`src/rfms_pkg.sv`:
```
`default_nettype none

package rfms_pkg;

  localparam int unsigned ALT_BITS       = 24;
  localparam int unsigned WINDOW_LEN_DEF = 10;
  localparam int unsigned APB_AW         = 5;
  localparam int unsigned APB_DW         = 32;
  localparam int unsigned DECIM_W        = 8;
  localparam int unsigned MAIN_WAIT_W    = 16;
  localparam int unsigned LOG_STOP_W     = 20;

  typedef enum logic [2:0] {
    MODE_STARTUP = 3'd0,
    MODE_STANDBY = 3'd1,
    MODE_ASCENT  = 3'd2,
    MODE_DROGUE  = 3'd3,
    MODE_MAIN    = 3'd4,
    MODE_FAULT   = 3'd5
  } mode_e;

  typedef enum logic [1:0] {
    EV_NONE      = 2'd0,
    EV_ALT_ARMED = 2'd1,
    EV_WAIT_DONE = 2'd2,
    EV_LOG_STOP  = 2'd3
  } event_e;

  typedef enum logic [2:0] {
    REG_ARM_ALT     = 3'd0,
    REG_MAIN_ALT    = 3'd1,
    REG_DECIM       = 3'd2,
    REG_MAIN_WAIT   = 3'd3,
    REG_LOG_STOP    = 3'd4,
    REG_PRIOR_FAULT = 3'd5
  } reg_e;

  typedef struct packed {
    logic                       arm_key;
    logic                       launch_cmd;
    logic                       alt_valid;
    logic signed [ALT_BITS-1:0] altitude;
  } in_req_t;

  typedef struct packed {
    mode_e  mode;
    logic   mode_changed;
    logic   drogue_fire;
    logic   main_fire;
    logic   valves_open;
    logic   ref_update;
    logic   buzz;
    event_e event_res;
  } result_t;

endpackage

`default_nettype wire

```
`src/rfms_ring.sv`:
```
`default_nettype none

module rfms_ring #(
  parameter int unsigned DEPTH = rfms_pkg::WINDOW_LEN_DEF
) (
  input  wire logic                                 clk_i,
  input  wire logic                                 rst_ni,
  input  wire logic                                 we_i,
  input  wire logic [$clog2(DEPTH)-1:0]             waddr_i,
  input  wire logic signed [rfms_pkg::ALT_BITS-1:0] wdata_i,
  input  wire logic [$clog2(DEPTH)-1:0]             raddr_i,
  output logic signed [rfms_pkg::ALT_BITS-1:0]      rdata_o
);

  logic signed [rfms_pkg::ALT_BITS-1:0] mem [DEPTH];
  logic signed [rfms_pkg::ALT_BITS-1:0] rd_q;
  logic [DEPTH-1:0]                     valid_q;
  logic                                 rd_vld_q;
  logic                                 fwd;

  assign fwd = we_i && (waddr_i == raddr_i);

  always_ff @(posedge clk_i) begin
    if (we_i) begin
      mem[waddr_i] <= wdata_i;
    end
    rd_q <= fwd ? wdata_i : mem[raddr_i];
  end

  always_ff @(posedge clk_i or negedge rst_ni) begin
    if (!rst_ni) begin
      valid_q  <= '0;
      rd_vld_q <= 1'b0;
    end else begin
      if (we_i) begin
        valid_q[waddr_i] <= 1'b1;
      end
      rd_vld_q <= fwd | valid_q[raddr_i];
    end
  end

  // unwritten entries read as zero
  assign rdata_o = rd_vld_q ? rd_q : '0;

endmodule

`default_nettype wire

```
`src/rocket_flight_mode_sequencer.sv`:
```
// An accepted request's result is registered into the output register, or into the skid stage
// when the output register holds a result not yet taken. One request per cycle while in_stall_o
// is low; the ring's read-modify-write reads its next slot ahead from registered memory.
// Reset: asynchronous, active low; mode startup, counters and sums cleared, ring entries read
// as zero until written, configuration at its reset values. No clearing pass is needed.
`default_nettype none

module rocket_flight_mode_sequencer #(
  parameter int unsigned WINDOW_LEN = rfms_pkg::WINDOW_LEN_DEF
) (
  input  wire logic                          clk_i,
  input  wire logic                          rst_ni,
  input  wire logic                          psel,
  input  wire logic                          penable,
  input  wire logic                          pwrite,
  input  wire logic [rfms_pkg::APB_AW-1:0]   paddr,
  input  wire logic [rfms_pkg::APB_DW-1:0]   pwdata,
  output logic [rfms_pkg::APB_DW-1:0]        prdata,
  output logic                               pready,
  input  wire logic                          in_valid_i,
  output logic                               in_stall_o,
  input  wire rfms_pkg::in_req_t             in_req_i,
  output logic                               out_valid_o,
  input  wire logic                          out_stall_i,
  output rfms_pkg::result_t                  out_res_o
);

  localparam int unsigned AB = rfms_pkg::ALT_BITS;
  localparam int unsigned PW = $clog2(WINDOW_LEN);
  localparam int unsigned SW = AB + PW;

  // configuration
  logic signed [AB-1:0]                  arm_alt_q;
  logic signed [AB-1:0]                  main_alt_q;
  logic [rfms_pkg::DECIM_W-1:0]          decim_int_q;
  logic [rfms_pkg::MAIN_WAIT_W-1:0]      main_wait_q;
  logic [rfms_pkg::LOG_STOP_W-1:0]       log_stop_q;
  logic                                  prior_fault_q;
  logic                                  cfg_we;
  rfms_pkg::reg_e                        cfg_idx;

  assign pready  = 1'b1;
  assign cfg_we  = psel && penable && pwrite && pready;
  assign cfg_idx = rfms_pkg::reg_e'(paddr[rfms_pkg::APB_AW-1:2]);

  always_ff @(posedge clk_i or negedge rst_ni) begin
    if (!rst_ni) begin
      arm_alt_q     <= '0;
      main_alt_q    <= '0;
      decim_int_q   <= rfms_pkg::DECIM_W'(1);
      main_wait_q   <= '0;
      log_stop_q    <= '0;
      prior_fault_q <= 1'b0;
    end else if (cfg_we) begin
      unique case (cfg_idx)
        rfms_pkg::REG_ARM_ALT:     arm_alt_q     <= pwdata[AB-1:0];
        rfms_pkg::REG_MAIN_ALT:    main_alt_q    <= pwdata[AB-1:0];
        rfms_pkg::REG_DECIM:       decim_int_q   <= pwdata[rfms_pkg::DECIM_W-1:0];
        rfms_pkg::REG_MAIN_WAIT:   main_wait_q   <= pwdata[rfms_pkg::MAIN_WAIT_W-1:0];
        rfms_pkg::REG_LOG_STOP:    log_stop_q    <= pwdata[rfms_pkg::LOG_STOP_W-1:0];
        rfms_pkg::REG_PRIOR_FAULT: prior_fault_q <= pwdata[0];
        default: ;
      endcase
    end
  end

  always_comb begin
    unique case (cfg_idx)
      rfms_pkg::REG_ARM_ALT:     prdata = rfms_pkg::APB_DW'(arm_alt_q);
      rfms_pkg::REG_MAIN_ALT:    prdata = rfms_pkg::APB_DW'(main_alt_q);
      rfms_pkg::REG_DECIM:       prdata = rfms_pkg::APB_DW'(decim_int_q);
      rfms_pkg::REG_MAIN_WAIT:   prdata = rfms_pkg::APB_DW'(main_wait_q);
      rfms_pkg::REG_LOG_STOP:    prdata = rfms_pkg::APB_DW'(log_stop_q);
      rfms_pkg::REG_PRIOR_FAULT: prdata = rfms_pkg::APB_DW'(prior_fault_q);
      default:                   prdata = '0;
    endcase
  end

  // flight state
  rfms_pkg::mode_e                 mode_q, mode_d;
  logic                            key_q, key_d;
  logic                            armed_q, armed_d;
  logic [PW-1:0]                   pos_q, pos_d;
  logic signed [SW-1:0]            sum_q, sum_d;
  logic [rfms_pkg::DECIM_W-1:0]    decim_q, decim_d;
  logic signed [SW-1:0]            cs0_q, cs1_q, cs2_q, cs0_d, cs1_d, cs2_d;
  logic [1:0]                      fill_q, fill_d;
  logic [rfms_pkg::MAIN_WAIT_W:0]  dticks_q, dticks_d;
  logic [rfms_pkg::LOG_STOP_W:0]   mticks_q, mticks_d;

  logic                            acc;
  logic                            ring_we;
  logic [PW-1:0]                   ring_raddr;
  logic signed [AB-1:0]            ring_old;
  logic signed [AB-1:0]            alt;

  logic go_fault, go_standby, go_startup, go_ascent, go_drogue, go_main;
  logic buzz, valves;
  logic [rfms_pkg::LOG_STOP_W:0] mt_step;
  rfms_pkg::event_e ev;

  assign alt = in_req_i.altitude;

  rfms_ring #(
    .DEPTH (WINDOW_LEN)
  ) u_ring (
    .clk_i   (clk_i),
    .rst_ni  (rst_ni),
    .we_i    (ring_we),
    .waddr_i (pos_q),
    .wdata_i (alt),
    .raddr_i (ring_raddr),
    .rdata_o (ring_old)
  );

  // prefetch the slot the next request will overwrite
  assign ring_raddr = acc ? pos_d : pos_q;

  always_comb begin
    key_d      = key_q;
    armed_d    = armed_q;
    pos_d      = pos_q;
    sum_d      = sum_q;
    decim_d    = decim_q;
    cs0_d      = cs0_q;
    cs1_d      = cs1_q;
    cs2_d      = cs2_q;
    fill_d     = fill_q;
    dticks_d   = dticks_q;
    mticks_d   = mticks_q;
    ring_we    = 1'b0;
    go_fault   = 1'b0;
    go_standby = 1'b0;
    go_startup = 1'b0;
    go_ascent  = 1'b0;
    go_drogue  = 1'b0;
    go_main    = 1'b0;
    buzz       = 1'b0;
    valves     = 1'b0;
    mt_step    = mticks_q;
    ev         = rfms_pkg::EV_NONE;
    unique case (mode_q)
      rfms_pkg::MODE_STARTUP: begin
        key_d      = key_q | in_req_i.arm_key;
        go_fault   = prior_fault_q;
        go_standby = !prior_fault_q && key_d;
        buzz       = go_standby && in_req_i.alt_valid;
      end
      rfms_pkg::MODE_STANDBY: begin
        key_d      = key_q & in_req_i.arm_key;
        go_ascent  = in_req_i.launch_cmd;
        go_startup = !in_req_i.launch_cmd && !key_d;
        valves     = go_ascent;
        buzz       = go_startup;
      end
      rfms_pkg::MODE_ASCENT: begin
        if (in_req_i.alt_valid && !armed_q && (alt > arm_alt_q)) begin
          armed_d = 1'b1;
          ev      = rfms_pkg::EV_ALT_ARMED;
        end
        if (in_req_i.alt_valid && armed_d) begin
          ring_we = acc;
          sum_d   = sum_q - SW'(ring_old) + SW'(alt);
          pos_d   = (pos_q == PW'(WINDOW_LEN - 1)) ? '0 : pos_q + PW'(1);
          if (decim_q == decim_int_q) begin
            cs2_d   = cs1_q;
            cs1_d   = cs0_q;
            cs0_d   = sum_d;
            fill_d  = (fill_q == 2'd3) ? fill_q : fill_q + 2'd1;
            decim_d = rfms_pkg::DECIM_W'(1);
          end else begin
            decim_d = decim_q + rfms_pkg::DECIM_W'(1);
          end
          go_drogue = (fill_d == 2'd3) && (cs2_d > cs1_d) && (cs1_d > cs0_d);
        end
      end
      rfms_pkg::MODE_DROGUE: begin
        if (dticks_q < {1'b0, main_wait_q}) begin
          dticks_d = dticks_q + 1'b1;
        end else if (dticks_q == {1'b0, main_wait_q}) begin
          ev       = rfms_pkg::EV_WAIT_DONE;
          dticks_d = dticks_q + 1'b1;
        end else begin
          go_main = alt < main_alt_q;
        end
      end
      rfms_pkg::MODE_MAIN: begin
        mt_step  = (mticks_q < {1'b0, log_stop_q}) ? mticks_q + 1'b1 : mticks_q;
        mticks_d = mt_step;
        if (mt_step == {1'b0, log_stop_q}) begin
          ev       = rfms_pkg::EV_LOG_STOP;
          mticks_d = mt_step + 1'b1;
        end
      end
      default: ;
    endcase
  end

  always_comb begin
    mode_d = mode_q;
    unique case (mode_q)
      rfms_pkg::MODE_STARTUP: begin
        if (go_fault) begin
          mode_d = rfms_pkg::MODE_FAULT;
        end else if (go_standby) begin
          mode_d = rfms_pkg::MODE_STANDBY;
        end
      end
      rfms_pkg::MODE_STANDBY: begin
        if (go_ascent) begin
          mode_d = rfms_pkg::MODE_ASCENT;
        end else if (go_startup) begin
          mode_d = rfms_pkg::MODE_STARTUP;
        end
      end
      rfms_pkg::MODE_ASCENT: begin
        if (go_drogue) begin
          mode_d = rfms_pkg::MODE_DROGUE;
        end
      end
      rfms_pkg::MODE_DROGUE: begin
        if (go_main) begin
          mode_d = rfms_pkg::MODE_MAIN;
        end
      end
      default: ;
    endcase
  end

  rfms_pkg::result_t res;

  always_comb begin
    res.mode         = mode_d;
    res.mode_changed = mode_d != mode_q;
    res.drogue_fire  = go_drogue;
    res.main_fire    = go_main;
    res.valves_open  = valves;
    res.ref_update   = valves;
    res.buzz         = buzz;
    res.event_res    = ev;
  end

  always_ff @(posedge clk_i or negedge rst_ni) begin
    if (!rst_ni) begin
      mode_q   <= rfms_pkg::MODE_STARTUP;
      key_q    <= 1'b0;
      armed_q  <= 1'b0;
      pos_q    <= '0;
      sum_q    <= '0;
      decim_q  <= '0;
      cs0_q    <= '0;
      cs1_q    <= '0;
      cs2_q    <= '0;
      fill_q   <= '0;
      dticks_q <= '0;
      mticks_q <= '0;
    end else if (acc) begin
      mode_q   <= mode_d;
      key_q    <= key_d;
      armed_q  <= armed_d;
      pos_q    <= pos_d;
      sum_q    <= sum_d;
      decim_q  <= decim_d;
      cs0_q    <= cs0_d;
      cs1_q    <= cs1_d;
      cs2_q    <= cs2_d;
      fill_q   <= fill_d;
      dticks_q <= dticks_d;
      mticks_q <= mticks_d;
    end
  end

  // output register with skid stage
  rfms_pkg::result_t out_q, skid_q;
  logic              out_v_q, skid_v_q;
  logic              take;

  assign in_stall_o  = skid_v_q;
  assign acc         = in_valid_i && !skid_v_q;
  assign take        = out_v_q && !out_stall_i;
  assign out_valid_o = out_v_q;
  assign out_res_o   = out_q;

  always_ff @(posedge clk_i or negedge rst_ni) begin
    if (!rst_ni) begin
      out_v_q  <= 1'b0;
      skid_v_q <= 1'b0;
    end else if (skid_v_q) begin
      if (take) begin
        skid_v_q <= 1'b0;
      end
    end else if (acc) begin
      if (out_v_q && !take) begin
        skid_v_q <= 1'b1;
      end else begin
        out_v_q <= 1'b1;
      end
    end else if (take) begin
      out_v_q <= 1'b0;
    end
  end

  always_ff @(posedge clk_i) begin
    if (skid_v_q) begin
      if (take) begin
        out_q <= skid_q;
      end
    end else if (acc) begin
      if (out_v_q && !take) begin
        skid_q <= res;
      end else begin
        out_q <= res;
      end
    end
  end

  a_skid_implies_out: assert property (@(posedge clk_i) disable iff (!rst_ni)
    skid_v_q |-> out_v_q)
    else $error("skid stage holds a request while the output register is empty");

  a_drogue_enters_mode: assert property (@(posedge clk_i) disable iff (!rst_ni)
    (acc && res.drogue_fire) |=> (mode_q == rfms_pkg::MODE_DROGUE))
    else $error("drogue fired without entering drogue mode");

  a_drogue_needs_fill: assert property (@(posedge clk_i) disable iff (!rst_ni)
    (acc && res.drogue_fire) |=> (fill_q == 2'd3))
    else $error("drogue fired before three captures");

  a_ring_pos_range: assert property (@(posedge clk_i) disable iff (!rst_ni)
    32'(pos_q) < WINDOW_LEN)
    else $error("ring position out of range");

endmodule

`default_nettype wire
```
`config.mk`:
```
export PLATFORM = sky130hd
export DESIGN_NAME = rocket_flight_mode_sequencer
export DESIGN_NICKNAME = d
export VERILOG_FILES = /design/src/rfms_pkg.sv /design/src/rfms_ring.sv /design/src/rocket_flight_mode_sequencer.sv
export SDC_FILE = /design/constraint.sdc
export NUM_CORES = 1
export LEC_CHECK = 0
export BUFFER_PORTS_ARGS = -buffer_cell sky130_fd_sc_hd__clkbuf_2
export CORE_MARGIN = 1.5
export CORE_UTILIZATION = 26
export CTS_CLUSTER_DIAMETER = 80
export CTS_CLUSTER_SIZE = 8
export DETAILED_ROUTE_END_ITERATION = 6
export PLACE_DENSITY = 0.39
export REMOVE_ABC_BUFFERS = 1
export SLEW_MARGIN = 20
export SYNTH_ARGS = -nofsm -noshare
export SYNTH_HDL_FRONTEND = slang
export SYNTH_SLANG_ARGS = --single-unit
```
`constraint.sdc`:
```
create_clock -name clk_i -period 5 [get_ports clk_i]
set_input_delay 0.5 -clock clk_i [delete_from_list [all_inputs] [get_ports clk_i]]
set_output_delay 0.5 -clock clk_i [all_outputs]
set_load 0.05 [all_outputs]
```
==> results of run 1 <==
[registers in the layout, indices dropped and copies added, names as in the netlist, 16 cells and up]
name and count:
arm_alt_q 24, u_ring.mem 240, main_alt_q 24, dticks_q 17
main_wait_q 16, mticks_q 21, u_ring.rd_q 24, cs1_q 28
log_stop_q 20, cs2_q 28, sum_q 28, cs0_q 28
[kinds of logic after synthesis]
family,count (synthesis),share of synthesized area (%)
flops,559,46.06
other cells,1,0.01138
fa+ha+maj,198,8.136
xor+xnor,104,2.894
buf+inv,469,5.694
compound gates,869,17.61
mux,182,5.933
simple gates,950,13.66
[worst max-delay path: cells and delay by family (launching register included)]
family,cells,cell delay [ns]
AOI/OAI and AO/OA,12,1.96
xor gates and xnor gates,2,0.40
adders and majority gates,3,1.18
buffers and inverters,3,0.36
DFF,1,0.46
muxes,1,0.11
and+or+nand+nor,6,1.13
[power breakdown]
group          internal [mW]  total (mW)  switching, mW  leakage [nW]
Clock                   3.19        5.42           2.23          1.16
Combinational           5.90        12.9           6.96          9.17
Sequential              5.76        6.49          0.728          5.89
[what timing repair did]
item | in CTS | in global routing
endpoints found under the hold margin | 64 | 0
buffers inserted | 5 | 11
pin swaps | 33 | 17
hold buffers | 1 | 0
gates resized for setup | 42 | 25
setup endpoints to repair | 7 | 7
[cells in the mapped netlist (all sizes together), types with 4 or more instances]
cell,n
nand2b,19
nand4,39
o21bai,6
and4,10
nand3,37
a2111oi,13
inv,244
ha,171
nor3,96
a211oi,15
mux2i,76
nor4,17
or3,7
xor2,21
a22oi,16
and3,69
dfxtp,24
clkbuf,157
o211ai,9
nand2,245
buf,68
fa,27
a21oi,224
o31ai,11
o21a,9
o31a,4
o221a,24
dfrtp,274
edfxtp,260
o22ai,19
o311ai,47
nor2b,17
a21o,53
mux2,106
o2111ai,5
and2,38
nor2,326
o21ai,243
a31oi,14
or2,15
xnor2,81
o221ai,26
o211a,6
a221oi,99
[per-stage QoR]
stage	util, %	setup TNS [ns]	hold WS, ns	std cells
finish	31.82	-4.675	0.09738	5279
global route	31.82	-6.878	0.07893	5279
CTS	31.66	-4.795	0.04043	5268
detailed placement	29.55	-9.764	0.4432	5120
global placement	29.55	-9.930	0.4463	5120
floorplan	-	-1213.37	0.2044	3107
[worst paths after layout]
check                                  startpoint                end  slack [ns]  depth (start not counted)
max in group asynchronous                  rst_ni          cs2_q[17]        3.44                          3
worst min register to register  u_ring.valid_q[2]  u_ring.valid_q[2]        0.46                          1
worst max register to register    u_ring.rd_vld_q          skid_q[7]       -0.74                         27
min in group asynchronous                  rst_ni       mticks_q[12]        0.45                          2
worst max-delay path              u_ring.rd_vld_q          skid_q[7]       -0.74                         27
worst min-delay path                   pwdata[21]      arm_alt_q[21]         0.1                          3
[area by class of cell]
| cell class | count | share of cell area [%] |
|---|---|---|
| multi-input cells | 2304 | 40.87 |
| repair buffers | 379 | 7.689 |
| flip-flops and latches | 559 | 37.93 |
| inverters | 244 | 2.289 |
| clock buffers | 134 | 5.773 |
| well taps | 1650 | 5.160 |
| clock inverters | 9 | 0.2939 |
[routing by layer]
metal  wire, um  vias to the layer above  track usage [%]
met3       4715                      133            2.724
met2      53510                      516            29.15
met5         14                        -                0
met1      51470                    12998            23.19
met4       2707                        2            4.556
li1           -                    12608                -
==> flow_summary.yaml, run 1 <==
synth:
  synth-async-reset-ratio_pct: 49.19
  syn_avg_cell_area_sq_um: 9.886
  synth_area_sq_um: 32940
  synth_flop_cell: "dfrtp_1"
  syn_inst: 3332
  ys_seq_elements: 559
  yosysWarnings: 0
  yosysTopAreaCell: "edfxtp_1"
  yosysUniqueCellTypes: 96
  synth_edf_count: 260
  synth_top_area_share_pct: 23.70
  synth-seq-area-share_pct: 46.06
  yosys-top-cells-area: "edfxtp_1 (24%), dfrtp_1 (21%), ha_1 (6.5%), nor2_1 (3.7%), o21ai_0 (3.6%)"
timing:
  fin_worst_skew_ns: 0.02940
  setup_ws_ns: -0.7401
  period_minus_slack_ns: 5.740
  drv_slew: 0
  fmaxAchievable_mhz: 174.2
  setup_viol: 7
  final_hold_viol_count: 0
  worst_pin_slew_ns: 1.066
  finalCritPeriodShare_pct: 114.8
  slew_headroom_pct: 28.92
  rsz0062_at_grt: "yes"
global_routing:
  grt_max_degree: 131
  grt_pass1_vias: 26700
  grt_pass1_wl_um: 171700
  overflow: 0
  antenna_found_initial: 8
  grt.total_usage_pct: 17.38
route:
  vias: 26257
  drc: 0
  drtIter0Drc: 1865
  ant_nets: 0
  firstDrtPassIters: 6
  vias_per_cell: 4.974
  wl_per_cell_um: 21.29
  wirelength_um: 112400
placement:
  gp_congestion: 0.8324
  dp_slack_ns: -1.548
  portBuffers: 105
  placed_cell_area_sq_um: 37160
  hpwlAfterDp_um: 79250
floorplan:
  rows: 130
  start_util_pct: 26.20
  die-area_sq_um: 128800
  die_y_um: 358.9
  die_w_um: 358.9
  core_sq_um: 125700
  io_pins: 117
power:
  ir_drop_mv: 0.2926
  power.density_nw_per_um2: 619.1
  finalPower_mw: 24.77
  leakage_nw: 16.22
min_path:
  hp-class: "in -> reg"
layout:
  fin_nets: 3839
  multiInputGateArea_sq_um: 16350
  diodes: 0
  syn2layout_area_growth_pct: 21.47
  n_fill_cell: 13052
  layout-drive-gt1-share_pct: 19.81
  layout_commonest_cell: "nor2_1"
  mostFrequentLayoutCells: "nor2_1 (317), dfrtp_1 (272), edfxtp_1 (260)"
  stdcell_area_sq_um: 40010
  regArea_sq_um: 15180
clock_network:
  cts_tree: "built"
  clockRootBuffer: "clkbuf_16"
  clock_latency_ns: 0.66
  h-tree-depth: 3
  numCtsBuffers: 82
  path_clk_slew_ns: 0.06
  cts_max_path_buffers: 3
  cts.sinks: 559
worst_setup_path:
  slowest_delay_ns: 0.55
  crit_path_top_delay_cell: "fa_1"
  cp.arrival_ns: 6.25
  critPathKind: "reg -> reg"
  cp_max_fo: 6
  end_kind: "register"
  critPathLaunchType: "register"
  cp.required_ns: 5.51
status:
  status: "finished with violations"
  violations: "setup timing"
flow_run:
  maxCapViolations: 0
Note: power is estimated with default switching activity, not from simulation.
==> inputs of run 2 (changes only) <==
- ABC_AREA: not set -> 1
==> run 2 against run 1 <==
Net effect:
- the flow now finishes without violations
- total power shrank 43%
- wire length decreased by 5.7%
- register-to-register slack gained 0.87 ns
- combinational power is 75% lower
- fmax increased by 18%
- critical path type unchanged
- highest routed layer unchanged
==> flow_summary.yaml, run 2 <==
worst_setup_path:
  path_delay_family: "simple AND/OR/NAND/NOR gates"
  cp.required_ns: 5.41
  crit_end: "out_res_o[7]"
  reg2reg_from: "u_ring.rd_vld_q"
  cp.depth: 35
  cp_max_fo: 5
  end_kind: "register"
  critPathLaunchType: "register"
  slowest_delay_ns: 0.49
  cpMostUsedCell: "nand2_1"
  crit_path_top_delay_cell: "dfrtp_2"
  reg2reg_depth: 35
  path_buf_inv: 8
  critPathKind: "reg -> reg"
  timing.rr.end: "out_res_o[7]"
  cp.arrival_ns: 5.28
  reg2reg_setup_slack_ns: 0.13
  critPathLaunch: "u_ring.rd_vld_q"
clock_network:
  cts_max_path_buffers: 3
  h-tree-depth: 3
  path_clk_slew_ns: 0.05
  cts_tree: "built"
  numCtsBuffers: 83
  clock_latency_ns: 0.67
  cts.sinks: 559
  clockRootBuffer: "clkbuf_16"
route:
  wl_per_cell_um: 18.46
  firstDrtPassIters: 5
  vias: 25207
  drtIter0Drc: 1504
  vias_per_cell: 4.391
  wirelength_um: 106000
  drc: 0
  ant_nets: 0
timing:
  drv_slew: 0
  final_hold_viol_count: 0
  finalCritPeriodShare_pct: 97.33
  fmaxAchievable_mhz: 205.5
  whs_ns: 0.09339
  fin_worst_skew_ns: 0.05183
  worst_pin_slew_ns: 1.128
  setup_viol: 0
  setup_ws_ns: 0.1334
  rsz0062_at_grt: "yes"
  period_minus_slack_ns: 4.867
  slew_headroom_pct: 24.63
  tns_ns: 0
floorplan:
  die-area_sq_um: 123100
  die_w_um: 350.8
  io_pins: 117
  die_y_um: 350.8
  start_util_pct: 26.22
  core_sq_um: 120000
  rows: 127
synth:
  yosysWarnings: 0
  yosysMostFrequentCell: "nand2_1"
  synth-async-reset-ratio_pct: 49.19
  synth_area_sq_um: 31450
  synth_edf_count: 260
  ys_seq_elements: 559
  syn_avg_cell_area_sq_um: 8.240
  yosys-top-cells-area: "edfxtp_1 (25%), dfrtp_1 (22%), nand2_1 (15%), ha_1 (6.8%), inv_1 (6.6%)"
  synthTopCellsByCount: "nand2_1 (1226), inv_1 (557), o21ai_0 (290)"
  yosysUniqueCellTypes: 58
  synth_flop_cell: "dfrtp_1"
  yosysTopAreaCell: "edfxtp_1"
  synth-seq-area-share_pct: 48.23
  synth_top_area_share_pct: 24.82
  syn_inst: 3817
layout:
  layout_commonest_cell: "nand2_1"
  fin_nets: 4335
  diodes: 0
  regMostFlops: "u_ring.mem"
  n_fill_cell: 12739
  mostFrequentLayoutCells: "nand2_1 (1208), inv_1 (548), o21ai_0 (276)"
  layout-drive-gt1-share_pct: 13.95
  fin_cells: 5740
  stdcell_area_sq_um: 38160
  syn2layout_area_growth_pct: 21.31
  largest_reg_flops: 240
  final_util_pct: 31.80
power:
  leakage_nw: 18.16
  power.density_nw_per_um2: 369.3
  ir_drop_mv: 0.2737
  finalPower_mw: 14.09
global_routing:
  grt_pass1_vias: 25053
  grt.total_usage_pct: 17.27
  grt_pass1_wl_um: 158600
  antenna_found_initial: 5
  grt_max_degree: 95
  overflow: 0
min_path:
  hold_path_depth: 3
  hp-class: "in -> reg"
placement:
  hpwlAfterDp_um: 76220
  dp_slack_ns: -0.4387
  dp_cells: 5581
  placed_cell_area_sq_um: 34900
  portBuffers: 105
  gp_congestion: 0.8647
status:
  status: "finished clean"
flow_run:
  maxCapViolations: 0
[run 2: cell count changes after synthesis, sizes merged, moves of 66 or more]
| cell | previous run | this run |
|---|---|---|
| inv | 244 | 565 |
| a221oi | 99 | 0 |
| nor2 | 326 | 225 |
| nor3 | 96 | 30 |
| a21oi | 224 | 111 |
| nand3 | 37 | 219 |
| and3 | 69 | 0 |
| xnor2 | 81 | 15 |
| clkbuf | 157 | 66 |
| nand2 | 245 | 1252 |
| mux2 | 106 | 0 |
[run 2: routing by layer]
metal  wire, um  GRT usage [%]  vias to the layer above
li1           -              -                    12797
met1      47230          22.12                    11774
met2      51030          29.62                      471
met3       4144          2.232                      161
met4       3567          6.379                        4
met5         23              0                        -
[run 2: logic make-up (layout without fill, tap and decap cells)]
family                     after synthesis  after routing  share of synthesized area, %
adders and majority gates              198            198                         8.521
and+or+nand+nor                       1790           1790                         23.40
DFF                                    559            559                         48.23
xor gates and xnor gates                73             73                         2.033
buffers and inverters                  697           1008                         8.847
muxes                                   16             16                        0.5092
AOI/OAI and AO/OA                      483            483                         8.445
other                                    1              1                       0.01192
[run 2: what timing repair did]
action,4_1_cts,5_1_grt
gates resized for setup,23,125
hold buffers,1,0
gates cloned,0,2
pin swaps,10,40
setup buffers,3,6
hold endpoints to repair,85,0
setup endpoints to repair,7,7
[run 2: where the power goes]
group | internal (mW) | total [mW] | switching, mW
logic | 1.05 | 3.27 | 2.22
registers | 5.10 | 5.40 | 0.295
clock network | 3.16 | 5.43 | 2.27
total | 9.31 | 14.1 | 4.78
[run 2: how the worst min path moves through the flow]
stage                                 start           endpoint  slack (ns)
after floorplan                      rst_ni       arm_alt_q[0]        0.20
after global placement    u_ring.valid_q[4]  u_ring.valid_q[4]        0.44
after detailed placement  u_ring.valid_q[7]  u_ring.valid_q[7]        0.44
after CTS                         pwdata[0]      prior_fault_q        0.05
after global routing              pwdata[0]      prior_fault_q        0.08
final                             pwdata[0]      prior_fault_q        0.09
[run 2: layout make-up]
cell class,count,area [sq um],area share (%)
inverter,567,2128,5.578
clock buffer,134,2298,6.024
multi-input combinational,2561,14220,37.27
timing repair buffer,294,2130,5.581
sequential,559,15170,39.76
clock inverter,13,190.2,0.4984
tap,1612,2017,5.286
[run 2: worst register-to-register path, delay by kind of cell (launching register included)]
family          cells  cell delay, ns
buf+inv             8            0.96
xor+xnor            1            0.17
compound gates      4            0.40
simple gates       18            1.48
flops               1            0.49
fa+ha+maj           4            1.09
==> inputs of run 3 (changes only) <==
- CTS_BUF_LIST: not set -> sky130_fd_sc_hd__clkbuf_4
- HOLD_SLACK_MARGIN: not set -> 0.12
==> run 3 against run 2 <==
Net effect:
- global-route usage about the same
- worst hold slack improved by 0.11 ns
- wire length increased by 0.18%
- sequential share of layout area increased by 0.78 points
- total power decreased by 16%
- critical path type unchanged
- critical endpoint unchanged
==> flow_summary.yaml, run 3 (synthesis results as in run 2) <==
worst_setup_path:
  cp.required_ns: 5.69
  cpMostUsedCell: "nand2_1"
  crit_path_top_delay_cell: "fa_1"
  critPathLaunchType: "register"
  critPathKind: "reg -> reg"
  path_delay_family: "simple AND/OR/NAND/NOR gates"
  cp_max_fo: 7
  path_buf_inv: 8
  end_kind: "register"
  cp.arrival_ns: 5.63
  slowest_delay_ns: 0.54
placement:
  gp_congestion: 0.8647
  hpwlAfterDp_um: 76220
  dp_slack_ns: -0.4387
  portBuffers: 105
  placed_cell_area_sq_um: 34900
clock_network:
  numCtsBuffers: 83
  clockRootBuffer: "clkbuf_4"
  h-tree-depth: 3
  cts_max_path_buffers: 3
  clock_latency_ns: 0.97
  path_clk_slew_ns: 0.11
  cts_tree: "built"
  cts.sinks: 559
layout:
  fin_nets: 4391
  syn2layout_area_growth_pct: 18.98
  mostFrequentLayoutCells: "nand2_1 (1206), inv_1 (546), o21ai_0 (278)"
  largest_reg_flops: 240
  stdcell_area_sq_um: 37420
  n_fill_cell: 12845
  layout-drive-gt1-share_pct: 14.96
  regMostFlops: "u_ring.mem"
  layout_commonest_cell: "nand2_1"
floorplan:
  die_y_um: 350.8
  core_sq_um: 120000
  die-area_sq_um: 123100
  rows: 127
  die_w_um: 350.8
  start_util_pct: 26.22
  io_pins: 117
route:
  vias_per_cell: 4.380
  drtIter0Drc: 1463
  ant_nets: 0
  firstDrtPassIters: 5
  wl_per_cell_um: 18.31
  vias: 25406
  wirelength_um: 106200
  drc: 0
timing:
  rsz0062_at_grt: "yes"
  fin_worst_skew_ns: 0.08059
  final_hold_viol_count: 0
  whs_ns: 0.2047
  period_minus_slack_ns: 4.945
  fmaxAchievable_mhz: 202.2
  tns_ns: 0
  finalCritPeriodShare_pct: 98.90
  setup_ws_ns: 0.05513
  worst_pin_slew_ns: 1.107
  slew_headroom_pct: 25.99
  drv_slew: 0
  setup_viol: 0
min_path:
  hp-class: "in -> async"
global_routing:
  overflow: 0
  grt_pass1_vias: 25157
  grt.total_usage_pct: 17.28
  grt_pass1_wl_um: 158800
  grt_max_degree: 95
  antenna_found_initial: 5
power:
  leakage_nw: 17.89
  ir_drop_mv: 0.1809
  power.density_nw_per_um2: 316.9
  finalPower_mw: 11.86
flow_run:
  maxCapViolations: 0
status:
  status: "finished clean"
## run 3: cell count changes in the layout (fill, tap and decap cells not counted), sizes merged
cell,delta
bufinv,+2
dlygate4sd3,+57
clkbuf,-3
clkinv,-1
inv,+1
clkinvlp,+1
diode,+4
buf,-1
## run 3: metrics by stage
step	std cells	util, %
6_report	5800	31.19
5_1_grt	5797	31.19
3_5_place_dp	5581	29.09
2_1_floorplan	3687	-
3_3_place_gp	5581	29.08
4_1_cts	5789	30.63
## run 3: final timing paths
path	startpoint	end	slack (ns)	cells past startpoint
max	u_ring.rd_vld_q	out_res_o[7]	0.06	30
min	rst_ni	dticks_q[6]	0.20	2
max reg2reg	u_ring.rd_vld_q	out_res_o[7]	0.06	30
min reg2reg	u_ring.valid_q[9]	u_ring.valid_q[9]	0.46	2
max in group asynchronous	rst_ni	mticks_q[16]	3.70	3
min in group clk_i	paddr[2]	decim_int_q[0]	0.35	4
## run 3: metal layers
metal | up-vias | share of wire (%) | GRT usage [%]
met1 | 11979 | 46 | 22.30
met2 | 378 | 49 | 30.07
li1 | 12909 | - | -
met5 | - | 0.0094 | 0
met4 | 2 | 2.5 | 5.239
met3 | 138 | 3.1 | 2.068
## run 3: power breakdown
group          switching (mW)  internal, mW
sequential              0.291          5.09
clock                    1.86          1.30
combinational            2.24          1.08
## run 3: final cells by class
cell class / instances / area (sq um) / share of cell area [%]
flip-flops and latches: 559 / 15170 / 40.54
multi-input cells: 2561 / 14270 / 38.13
repair buffers: 350 / 2696 / 7.205
inverters: 567 / 2128 / 5.687
well taps: 1612 / 2017 / 5.389
clock buffers: 131 / 983.4 / 2.628
clock inverters: 16 / 147.6 / 0.3945
diodes: 4 / 10.01 / 0.02675
## run 3: repair_timing
action | in CTS | in global routing
buffers inserted | 3 | 5
setup endpoints to repair | 7 | 7
endpoints found under the hold margin | 520 | 0
hold buffers | 58 | 0
gates cloned | 0 | 2
pin swaps | 11 | 41
resized for setup | 27 | 130
